## src/rtl/ctsn_pkg.sv

```systemverilog
// Shared types and constants for the count tree with range sum and nearest search.
// Used by ctsn_ctrl, ctsn_dpath and count_tree_sum_and_nearest. No dependencies.
package ctsn_pkg;

   // Default number of leaf counters. It must be a power of two.
   localparam int LEAVES_DEFAULT = 1024;

   // Command codes.
   localparam logic [1:0] CMD_ADD   = 2'd0;
   localparam logic [1:0] CMD_SUM   = 2'd1;
   localparam logic [1:0] CMD_LEFT  = 2'd2;
   localparam logic [1:0] CMD_RIGHT = 2'd3;

   // Request transaction.
   typedef struct packed {
      logic [1:0]         cmd;
      logic [9:0]         position;
      logic signed [15:0] delta;
      logic [10:0]        range_low;
      logic [10:0]        range_high;
   } req_type;

   // Response transaction.
   typedef struct packed {
      logic [31:0] range_total;
      logic [9:0]  found_position;
      logic        found;
   } rsp_type;

   // Controller states, one-hot.
   typedef enum logic [10:0] {
      ST_CLEAR   = 11'b000_0000_0001,
      ST_IDLE    = 11'b000_0000_0010,
      ST_ADD_RD  = 11'b000_0000_0100,
      ST_ADD_WR  = 11'b000_0000_1000,
      ST_SUM_RD  = 11'b000_0001_0000,
      ST_SUM_ACC = 11'b000_0010_0000,
      ST_UP_RD   = 11'b000_0100_0000,
      ST_UP_CHK  = 11'b000_1000_0000,
      ST_DN_RD   = 11'b001_0000_0000,
      ST_DN_CHK  = 11'b010_0000_0000,
      ST_DONE    = 11'b100_0000_0000
   } state_type;

   // Commands from the controller to the datapath.
   typedef struct packed {
      logic load;
      logic clr_step;
      logic add_rd;
      logic add_wr;
      logic sum_rd;
      logic sum_acc;
      logic up_rd;
      logic up_chk;
      logic dn_rd;
      logic dn_chk;
      logic mark_found;
      logic finish;
   } ctl_type;

   // Status from the datapath to the controller.
   typedef struct packed {
      logic [1:0] new_cmd;
      logic       new_pos_ok;
      logic       k_is_root;
      logic       k_is_leaf;
      logic       sum_more;
      logic       sib_hit;
      logic       clr_last;
      logic       rsp_busy;
   } stat_type;

endpackage

```

## src/rtl/ctsn_ctrl.sv

```systemverilog
// Sequencing state machine for the count tree: one command at a time.
// Depends on ctsn_pkg; drives the datapath through ctl_type and reads stat_type.
module ctsn_ctrl (
   input  logic               clock,
   input  logic               reset,
   input  logic               req_valid,
   output logic               req_stall,
   input  ctsn_pkg::stat_type stat,
   output ctsn_pkg::ctl_type  ctl
);
   import ctsn_pkg::*;

   state_type state_ff;
   state_type state_in;

   // New requests are taken only between commands.
   assign req_stall = (state_ff != ST_IDLE);

   // Next state and datapath commands.
   always_comb begin
      state_in = state_ff;
      ctl      = '0;
      unique case (state_ff)
         ST_CLEAR: begin
            ctl.clr_step = 1'b1;
            if (stat.clr_last) begin
               state_in = ST_IDLE;
            end
         end
         ST_IDLE: begin
            if (req_valid) begin
               ctl.load = 1'b1;
               unique case (stat.new_cmd)
                  CMD_ADD:  state_in = stat.new_pos_ok ? ST_ADD_RD : ST_DONE;
                  CMD_SUM:  state_in = ST_SUM_RD;
                  default:  state_in = stat.new_pos_ok ? ST_UP_RD : ST_DONE;
               endcase
            end
         end
         ST_ADD_RD: begin
            ctl.add_rd = 1'b1;
            state_in   = ST_ADD_WR;
         end
         ST_ADD_WR: begin
            ctl.add_wr = 1'b1;
            state_in   = stat.k_is_root ? ST_DONE : ST_ADD_RD;
         end
         ST_SUM_RD: begin
            ctl.sum_rd = 1'b1;
            state_in   = stat.sum_more ? ST_SUM_ACC : ST_DONE;
         end
         ST_SUM_ACC: begin
            ctl.sum_acc = 1'b1;
            state_in    = ST_SUM_RD;
         end
         ST_UP_RD: begin
            ctl.up_rd = 1'b1;
            state_in  = stat.k_is_root ? ST_DONE : ST_UP_CHK;
         end
         ST_UP_CHK: begin
            ctl.up_chk = 1'b1;
            state_in   = stat.sib_hit ? ST_DN_RD : ST_UP_RD;
         end
         ST_DN_RD: begin
            ctl.dn_rd = 1'b1;
            if (stat.k_is_leaf) begin
               ctl.mark_found = 1'b1;
               state_in       = ST_DONE;
            end else begin
               state_in = ST_DN_CHK;
            end
         end
         ST_DN_CHK: begin
            ctl.dn_chk = 1'b1;
            state_in   = ST_DN_RD;
         end
         ST_DONE: begin
            // Wait until the output register can take the result.
            if (!stat.rsp_busy) begin
               ctl.finish = 1'b1;
               state_in   = ST_IDLE;
            end
         end
         default: begin
            state_in = ST_IDLE;
         end
      endcase
   end

   // State register; reset starts the clearing pass.
   always_ff @(posedge clock) begin
      if (reset) begin
         state_ff <= ST_CLEAR;
      end else begin
         state_ff <= state_in;
      end
   end

endmodule

```

## config.mk

```make
export PLATFORM = sky130hd
export DESIGN_NAME = ctsn_ctrl
export DESIGN_NICKNAME = d
export VERILOG_FILES = /design/src/rtl/ctsn_pkg.sv /design/src/rtl/ctsn_ctrl.sv
export SDC_FILE = /design/constraint.sdc
export NUM_CORES = 1
export LEC_CHECK = 0
export ABC_AREA = 1
export ABC_CLOCK_PERIOD_IN_PS = 1800
export BUFFER_PORTS_ARGS = -buffer_cell sky130_fd_sc_hd__buf_2
export CAP_MARGIN = 20
export CORE_MARGIN = 2
export CORE_UTILIZATION = 35
export CTS_BUF_LIST = sky130_fd_sc_hd__clkbuf_8
export DETAILED_ROUTE_END_ITERATION = 8
export GPL_ROUTABILITY_DRIVEN = 0
export PLACE_DENSITY_LB_ADDON = 0.15
export RECOVER_POWER = 50
export SLEW_MARGIN = 0
export SYNTH_ARGS = -nofsm -noshare
export SYNTH_HDL_FRONTEND = slang
export SYNTH_SLANG_ARGS = --single-unit
```

## constraint.sdc

```tcl
create_clock -name clock -period 1.8 [get_ports clock]
set_input_delay 0.18 -clock clock [delete_from_list [all_inputs] [get_ports clock]]
set_output_delay 0.18 -clock clock [all_outputs]
set_load 0.01 [all_outputs]
```

==> flow_summary.json, run 1 <==
{
  "yosys_most_used_dff": "dfxtp_1",
  "status": "finished clean",
  "grt_pass1_vias": 737,
  "port_buffers": 24,
  "drc_errors": 0,
  "synth_largest_area_cell": "dfxtp_1",
  "cts_resized": 0,
  "path_depth": 6,
  "cts_num_sinks": 11,
  "antenna_found_initial": 0,
  "dp.cells": 172,
  "setup-tns-final_ns": 0,
  "ios": 25,
  "drv_slew": 0,
  "cts_root_buffer": "clkbuf_8",
  "max_stage_delay_ns": 0.31,
  "htree_levels": 1,
  "ir_drop_v": 0.000370,
  "skew_ns": 0.00277,
  "setup_violations": 0,
  "fin_crit_ns": 1.58,
  "power.switching_uw": 145,
  "critPathSlowestCell": "dfxtp_1",
  "cp_max_fo": 8,
  "critical_path_class": "reg2out",
  "power_frac_clock": 0.419,
  "die_x_um": 49.7,
  "nNetsFinal": 162,
  "area_growth_pct": 23.9,
  "grt_usage": 0.159,
  "synthesis.area_sq_um": 732,
  "holdPathStages": 2,
  "p_leak_nw": 0.549,
  "p_int_uw": 431,
  "ys_top_cells_by_area": "dfxtp_1 30%, nand2_1 14%, inv_1 13%",
  "max-cap-violations": 0,
  "cts_buffers": 3,
  "largest_register_ffs": 11,
  "cp_data_arrival_time_ns": 1.40,
  "timing.fmax_mhz": 634,
  "hold_path.class": "in2reg",
  "wire_per_inst_um": 9.58,
  "ys_types": 22,
  "placementRows": 16,
  "synth_edf_count": 0,
  "reg.largest.list": "state_ff (11)",
  "drtAntennaViolNets": 0,
  "design_area_sq_um": 907,
  "synth_nets": 134,
  "worstSkewPairLatency_ns": 0.23,
  "cts_tree": "yes",
  "layout-drive-gt1-share": 0.221,
  "grt_max_degree": 11,
  "final_util": 0.462,
  "path_buf_inv": 1,
  "rsz0062_at_grt": "false",
  "cp_top_family": "simple AND/OR/NAND/NOR gates",
  "relSlewSlack": 0.828,
  "switching_share": 0.251,
  "yosys_register_bits": 11,
  "cts_setup_buffers": 0,
  "totalWireLength_um": 1690,
  "die_y_um": 49.7,
  "clkTransAtPathRegs_ns": 0.05,
  "place_area_sq_um": 882,
  "whs_ns": 0.125,
  "startpoint_type": "flip-flop",
  "final.fill_count": 255,
  "cp_cell_sequence": "nor2_1 -> nand2_1 -> nor2_4 -> nand2_1 -> nor2_1 -> buf_2",
  "via_count": 775,
  "clk_path_buf_depth": 2,
  "finalHoldViolations": 0,
  "p_comb_frac": 0.140,
  "ys_seq_area_frac": 0.301,
  "diodes": 0,
  "syn_area_per_cell_sq_um": 6.00,
  "vias_per_cell": 4.40,
  "async_flop_share": 0,
  "initial_utilization": 0.373,
  "min_period_over_period": 0.877,
  "end_kind": "primary output",
  "core_sq_um": 1960,
  "rr_worst_depth": 9,
  "grt_overflow": 0,
  "p_seq_frac": 0.441,
  "stdcell_count": 176,
  "holdBufCountCts": 0,
  "power_density_nw_per_um2": 634,
  "detailed_place_hpwl_um": 1410,
  "yosys_warnings": 0,
  "synth_cells": 122,
  "dr.pass1.iters": 3,
  "drtIter0Drc": 5,
  "crit_required_ns": 1.62,
  "grt_pass1_wl_um": 3040,
  "worstMarginPinSlew_ns": 0.257,
  "die_area_sq_um": 2470,
  "largest-register": "state_ff",
  "netlist.area_leader.share": 0.301
}
path summary, 6_finish.rpt:
kind / startpoint / to / slack, ns
max: state_ff[6] / ctl[11] / 0.22
min reg2reg: state_ff[7] / state_ff[7] / 0.59
max reg2reg: state_ff[6] / state_ff[4] / 0.27
min: stat[4] / state_ff[9] / 0.12
synth_stat cells, types with 2 or more instances:
library cell  instances
nand2_2               4
a21oi_1               2
dfxtp_1              11
o22ai_1               2
nor2_1               22
nand3_1               4
nor3_1                7
nand2_1              28
nor2_4                2
inv_1                25
nor2_2                4
placed cells by master, fill, tap and decap left out:
master and count:
a21oi_1 2, nor3_1 7, nand3_2 1, o21bai_1 1, nand2_2 1, nor2_4 2, clkbuf_1 4, nand4_1 1
clkbuf_8 3, nand3_1 4, inv_1 26, dfxtp_1 11, o21ai_0 1, o31ai_1 1, nand2_1 32, nand3b_1 1
nor2_2 4, o21ai_1 1, and2_2 1, buf_2 20, nor2_1 22, o22ai_1 2, and2_4 1
cells by family after synthesis:
group,share of synthesized area
buffers and inverters,0.133
AOI/OAI and AO/OA,0.0649
DFF,0.301
and+or+nand+nor,0.501
through the flow:
stage	power (mW)	setup slack, ns
detailed placement	0.344	0.308
floorplan	0.314	0.482
CTS	0.584	0.241
global placement	0.343	0.339
global route	0.613	0.0798
finish	0.576	0.222
worst reg2reg max path: stages (launching register included):
cell	delay (ns)
dfxtp_1	0.31
nor2_1	0.13
nand2_1	0.13
nor2_4	0.14
nand2_1	0.19
o21ai_1	0.17
nor2_1	0.08
and2_4	0.17
nand2_1	0.06
nor2_1	0.04
power by group through the flow:
stage / registers (mW) / clock network [mW] / logic (mW)
finish: 0.254 / 0.241 / 0.0804
global route: 0.255 / 0.264 / 0.0946
CTS: 0.254 / 0.245 / 0.0852
detailed placement: 0.259 / 0 / 0.0847
global placement: 0.259 / 0 / 0.0842
floorplan: 0.258 / 0 / 0.0559
layout make-up:
class                      count  area [sq um]  share of cell area
multi-input combinational     85           399               0.440
sequential                    11           220               0.243
timing repair buffer          24           115               0.127
inverter                      25          93.8               0.103
clock buffer                   3          41.3              0.0455
tap                           27          33.8              0.0372
clock inverter                 1          3.75             0.00414
layer usage:
| metal | routed length, um | track usage |
|---|---|---|
| met5 | 0 | 0 |
| met4 | 12 | 0.0417 |
| met3 | 84 | 0.0303 |
| met1 | 874 | 0.212 |
| met2 | 715 | 0.262 |
(Power assumes the default switching activity.)
==> inputs of run 2 (changes only) <==
--- a/config.mk
+++ b/config.mk
@@ -14,7 +14,6 @@
 export CTS_BUF_LIST = sky130_fd_sc_hd__clkbuf_8
 export DETAILED_ROUTE_END_ITERATION = 8
 export GPL_ROUTABILITY_DRIVEN = 0
-export PLACE_DENSITY_LB_ADDON = 0.15
 export RECOVER_POWER = 50
 export SLEW_MARGIN = 0
 export SYNTH_ARGS = -nofsm -noshare
==> run 2 against run 1 <==
Compared with the run above: via count increased by 4.4%; combinational power up 5.1%; worst setup slack improved by 0.028 ns; total power up 1.6%; clock skew shrank 0.0014 ns; count of clock-buffer cells in the layout stayed put; first-iteration DRC count grew to 2.8 times the previous value; sequential cell count unchanged; maximum frequency grew 1.8%; final cell count unchanged; non-clock buffer count unchanged; critical path depth unchanged; largest cell class unchanged; highest routed layer unchanged.
==> flow_summary.json, run 2 (synthesis gave the netlist of run 1 again) <==
{
  "status": "finished clean",
  "cts_resized": 0,
  "drc_errors": 0,
  "drv_slew": 0,
  "power_density_nw_per_um2": 641,
  "ir_drop_v": 0.000301,
  "drtAntennaViolNets": 0,
  "seq_area_sq_um": 220,
  "detailed_place_hpwl_um": 1480,
  "multi_input_area_sq_um": 404,
  "setup_violations": 0,
  "initial_utilization": 0.373,
  "finalHoldViolations": 0,
  "cts_tree": "yes",
  "cp_data_arrival_time_ns": 1.37,
  "diodes": 0,
  "largest-register": "state_ff",
  "largest_register_ffs": 11,
  "htree_levels": 1,
  "totalWireLength_um": 1790,
  "grt_usage": 0.181,
  "die_y_um": 49.7,
  "cts_buffers": 3,
  "final_util": 0.465,
  "clkTransAtPathRegs_ns": 0.05,
  "switching_share": 0.259,
  "p_comb_frac": 0.145,
  "wire_per_inst_um": 10.2,
  "grt_max_degree": 11,
  "layout-drive-gt1-share": 0.221,
  "relSlewSlack": 0.845,
  "place_area_sq_um": 882,
  "hold_path.class": "in2reg",
  "antenna_found_initial": 0,
  "clk_path_buf_depth": 2,
  "crit_required_ns": 1.62,
  "die_x_um": 49.7,
  "total_power_uw": 585,
  "max_stage_delay_ns": 0.31,
  "final.fill_count": 236,
  "final_cell_mix": "31 x nand2_1, 26 x inv_1, 23 x nor2_1",
  "cp_cell_sequence": "nor2_1 -> nand2_1 -> nor2_2 -> nand4_1 -> inv_1 -> buf_2",
  "startpoint_type": "flip-flop",
  "reg.largest.list": "state_ff (11)",
  "cp_top_family": "simple AND/OR/NAND/NOR gates",
  "max-cap-violations": 0,
  "cts_root_buffer": "clkbuf_8",
  "cp_max_fo": 4,
  "via_count": 809,
  "power.switching_uw": 151,
  "grt_pass1_wl_um": 3380,
  "holdBufCountCts": 0,
  "timing.fmax_mhz": 645,
  "p_seq_frac": 0.435,
  "placementRows": 16,
  "whs_ns": 0.123,
  "end_kind": "primary output",
  "setup-tns-final_ns": 0,
  "nNetsFinal": 162,
  "die_area_sq_um": 2470,
  "ios": 25,
  "critical_path_class": "reg2out",
  "path_buf_inv": 2,
  "dr.pass1.iters": 4,
  "skew_ns": 0.00135,
  "layout_commonest_cell": "nand2_1",
  "min_period_over_period": 0.861,
  "grt_overflow": 0,
  "drtIter0Drc": 14,
  "p_leak_nw": 0.550,
  "power_frac_clock": 0.420,
  "cts_setup_buffers": 0,
  "rsz0062_at_grt": "false",
  "cts_num_sinks": 11,
  "fin_crit_ns": 1.55,
  "area_growth_pct": 24.6,
  "worstMarginPinSlew_ns": 0.231,
  "grt_pass1_vias": 814,
  "p_int_uw": 433,
  "design_area_sq_um": 912,
  "port_buffers": 24,
  "critPathSlowestCell": "dfxtp_1",
  "core_sq_um": 1960,
  "vias_per_cell": 4.60,
  "worstSkewPairLatency_ns": 0.24
}
-- run 2: cell counts in the layout (fill, tap and decap cells not counted) --
Identical to the previous run, type by type.
-- run 2: final cells by class --
cell class,count,area share
Inverter,25,0.103
Multi-Input combinational cell,85,0.443
Tap cell,27,0.0370
Timing Repair Buffer,24,0.126
Clock buffer,3,0.0453
Sequential cell,11,0.241
Clock inverter,1,0.00412
-- run 2: routing by layer --
layer	global-route usage	wire, um	up-vias
met5	0	0	-
met4	0.111	53	0
met3	0.0182	75	5
met2	0.296	834	22
met1	0.228	827	360
li1	-	-	422
-- run 2: worst register-to-register path, stage by stage, from the launching register on --
cell     delay (ns)
dfxtp_1        0.33
nor2_1         0.10
nand2_1        0.14
nor2_4         0.21
nand2_1        0.13
nand2_1        0.12
nor2_1         0.06
nand3_2        0.07
and2_4         0.16
nand2_1        0.05
nor2_1         0.09
-- run 2: power groups by stage --
stage / Clock [mW] / Sequential [mW] / Combinational (mW)
floorplan: 0 / 0.258 / 0.0559
global placement: 0 / 0.259 / 0.0849
detailed placement: 0 / 0.259 / 0.0857
CTS: 0.252 / 0.254 / 0.0862
global route: 0.268 / 0.255 / 0.0983
finish: 0.246 / 0.254 / 0.0845
-- run 2: stage by stage --
stage,worst slack (ns),std cells
floorplan,0.482,122
global placement,0.355,172
detailed placement,0.320,172
CTS,0.232,176
global route,0.0678,176
finish,0.250,176
-- run 2: final timing paths --
kind	startpoint	to	slack, ns	depth (start not counted)
worst min register to register	state_ff[7]	state_ff[7]	0.60	3
worst max-delay path	state_ff[6]	ctl[2]	0.25	6
worst min-delay path	stat[4]	state_ff[9]	0.12	2
worst max register to register	state_ff[9]	state_ff[4]	0.27	10
==> inputs of run 3 (changes only) <==
--- a/config.mk
+++ b/config.mk
@@ -6,14 +6,13 @@
 export NUM_CORES = 1
 export LEC_CHECK = 0
 export ABC_AREA = 1
-export ABC_CLOCK_PERIOD_IN_PS = 1800
+export ABC_CLOCK_PERIOD_IN_PS = 1700
 export BUFFER_PORTS_ARGS = -buffer_cell sky130_fd_sc_hd__buf_2
-export CAP_MARGIN = 20
+export CAP_MARGIN = 10
 export CORE_MARGIN = 2
 export CORE_UTILIZATION = 35
 export CTS_BUF_LIST = sky130_fd_sc_hd__clkbuf_8
 export DETAILED_ROUTE_END_ITERATION = 8
-export GPL_ROUTABILITY_DRIVEN = 0
 export RECOVER_POWER = 50
 export SLEW_MARGIN = 0
 export SYNTH_ARGS = -nofsm -noshare
==> constraint.sdc (replaced) <==
create_clock -name clock -period 1.7 [get_ports clock]
set_input_delay 0.17 -clock clock [delete_from_list [all_inputs] [get_ports clock]]
set_output_delay 0.17 -clock clock [all_outputs]
set_load 0.01 [all_outputs]
==> run 3 against run 2 <==
Compared with the run above: final cell count stayed put; design area rose by 1.5%; sequential power rose by 6%; sequential share of layout area shrank 0.36 points; largest cell class unchanged.
==> flow_summary.json, run 3 (synthesis gave the netlist of run 1 again) <==
{
  "cp_cell_sequence": "nor2_2 -> nand2_2 -> nor2_4 -> nand4_1 -> inv_1 -> buf_2",
  "cts_setup_buffers": 0,
  "startpoint": "state_ff[1]",
  "critPathSlowestCell": "dfxtp_1",
  "largest_register_ffs": 11,
  "skew_ns": 0.00103,
  "r2r-start": "state_ff[6]",
  "layout-drive-gt1-share": 0.242,
  "cts_root_buffer": "clkbuf_8",
  "p_leak_nw": 0.546,
  "nNetsFinal": 162,
  "multi_input_area_sq_um": 419,
  "cts_num_sinks": 11,
  "cts_resized": 0,
  "power_density_nw_per_um2": 670,
  "max_stage_delay_ns": 0.35,
  "die_x_um": 49.7,
  "max-cap-violations": 0,
  "totalWireLength_um": 1790,
  "worstSkewPairLatency_ns": 0.24,
  "area_growth_pct": 26.5,
  "worstMarginPinSlew_ns": 0.234,
  "final.fill_count": 235,
  "finalHoldViolations": 0,
  "end_kind": "primary output",
  "grtUsageMet3": 0.0182,
  "crit_required_ns": 1.53,
  "cp_max_fo": 5,
  "ir_drop_v": 0.000319,
  "met2_usage": 0.296,
  "grt_overflow": 0,
  "diodes": 0,
  "grt_pass1_wl_um": 3380,
  "dr.pass1.iters": 4,
  "cts_buffers": 3,
  "core_sq_um": 1960,
  "status": "finished clean",
  "drc_errors": 0,
  "holdBufCountCts": 0,
  "timing.fmax_mhz": 669,
  "grt_usage": 0.181,
  "initial_utilization": 0.373,
  "vias_per_cell": 4.60,
  "final_cell_mix": "28 x nand2_1, 26 x inv_1, 22 x nor2_1",
  "drtAntennaViolNets": 0,
  "min_period_over_period": 0.880,
  "drv_slew": 0,
  "grt_pass1_vias": 814,
  "rsz0062_at_grt": "false",
  "hold_start": "stat[4]",
  "whs_ns": 0.113,
  "final_util": 0.472,
  "detailed_place_hpwl_um": 1480,
  "largest-register": "state_ff",
  "wire_per_inst_um": 10.2,
  "htree_levels": 1,
  "ios": 25,
  "clkTransAtPathRegs_ns": 0.05,
  "die_y_um": 49.7,
  "hold_path.class": "in2reg",
  "relSlewSlack": 0.843,
  "placementRows": 16,
  "layout_commonest_cell": "nand2_1",
  "via_count": 810,
  "reg.largest.list": "state_ff (11)",
  "drtIter0Drc": 18,
  "cp_data_arrival_time_ns": 1.33,
  "holdPathStages": 2,
  "port_buffers": 24,
  "total_power_uw": 620,
  "top_usage_layer": "met2",
  "die_area_sq_um": 2470,
  "cts_tree": "yes",
  "setup-tns-final_ns": 0,
  "clk_path_buf_depth": 2,
  "critical_path_class": "reg2out",
  "gp_congestion": 0.772,
  "antenna_found_initial": 0,
  "grt_max_degree": 11,
  "grtUsageMet1": 0.228,
  "seq_area_sq_um": 220,
  "startpoint_type": "flip-flop",
  "fin_crit_ns": 1.50,
  "rr_worst_depth": 10,
  "setup_violations": 0
}
-- run 3: worst paths after layout --
kind | slack [ns] | end
setup reg to reg | 0.25 | state_ff[4]
hold / removal | 0.11 | state_ff[9]
setup / recovery | 0.20 | ctl[2]
hold reg to reg | 0.60 | state_ff[7]
-- run 3: layout make-up --
type	count	area share
Tap cell	27	0.0365
Clock inverter	1	0.00405
Multi-Input combinational cell	85	0.453
Clock buffer	3	0.0446
Sequential cell	11	0.238
Inverter	25	0.101
Timing Repair Buffer	24	0.123
-- run 3: metrics by stage --
stage / setup slack (ns) / instances / area (sq um)
2_1_floorplan: 0.382 / 122 / 732
3_3_place_gp: 0.255 / 172 / 882
3_5_place_dp: 0.220 / 172 / 882
4_1_cts: 0.142 / 176 / 927
5_1_grt: 0.0352 / 176 / 926
6_report: 0.205 / 176 / 926
-- run 3: critical path: cells and delay by family, from the launching register on --
| family | cells | cell delay, ns |
|---|---|---|
| buffers and inverters | 2 | 0.20 |
| flip-flops | 1 | 0.35 |
| AND/OR/NAND/NOR | 4 | 0.53 |
-- run 3: power by group --
part	leakage (nW)	internal, mW	switching, mW
Combinational	0.430	0.0374	0.0540
Clock	0.0269	0.159	0.101
Sequential	0.0893	0.264	0.00574
-- run 3: metal layers --
layer	vias up	wire length, um
met5	-	0
met4	0	53
met3	5	77
met2	22	841
met1	360	819
li1	423	-
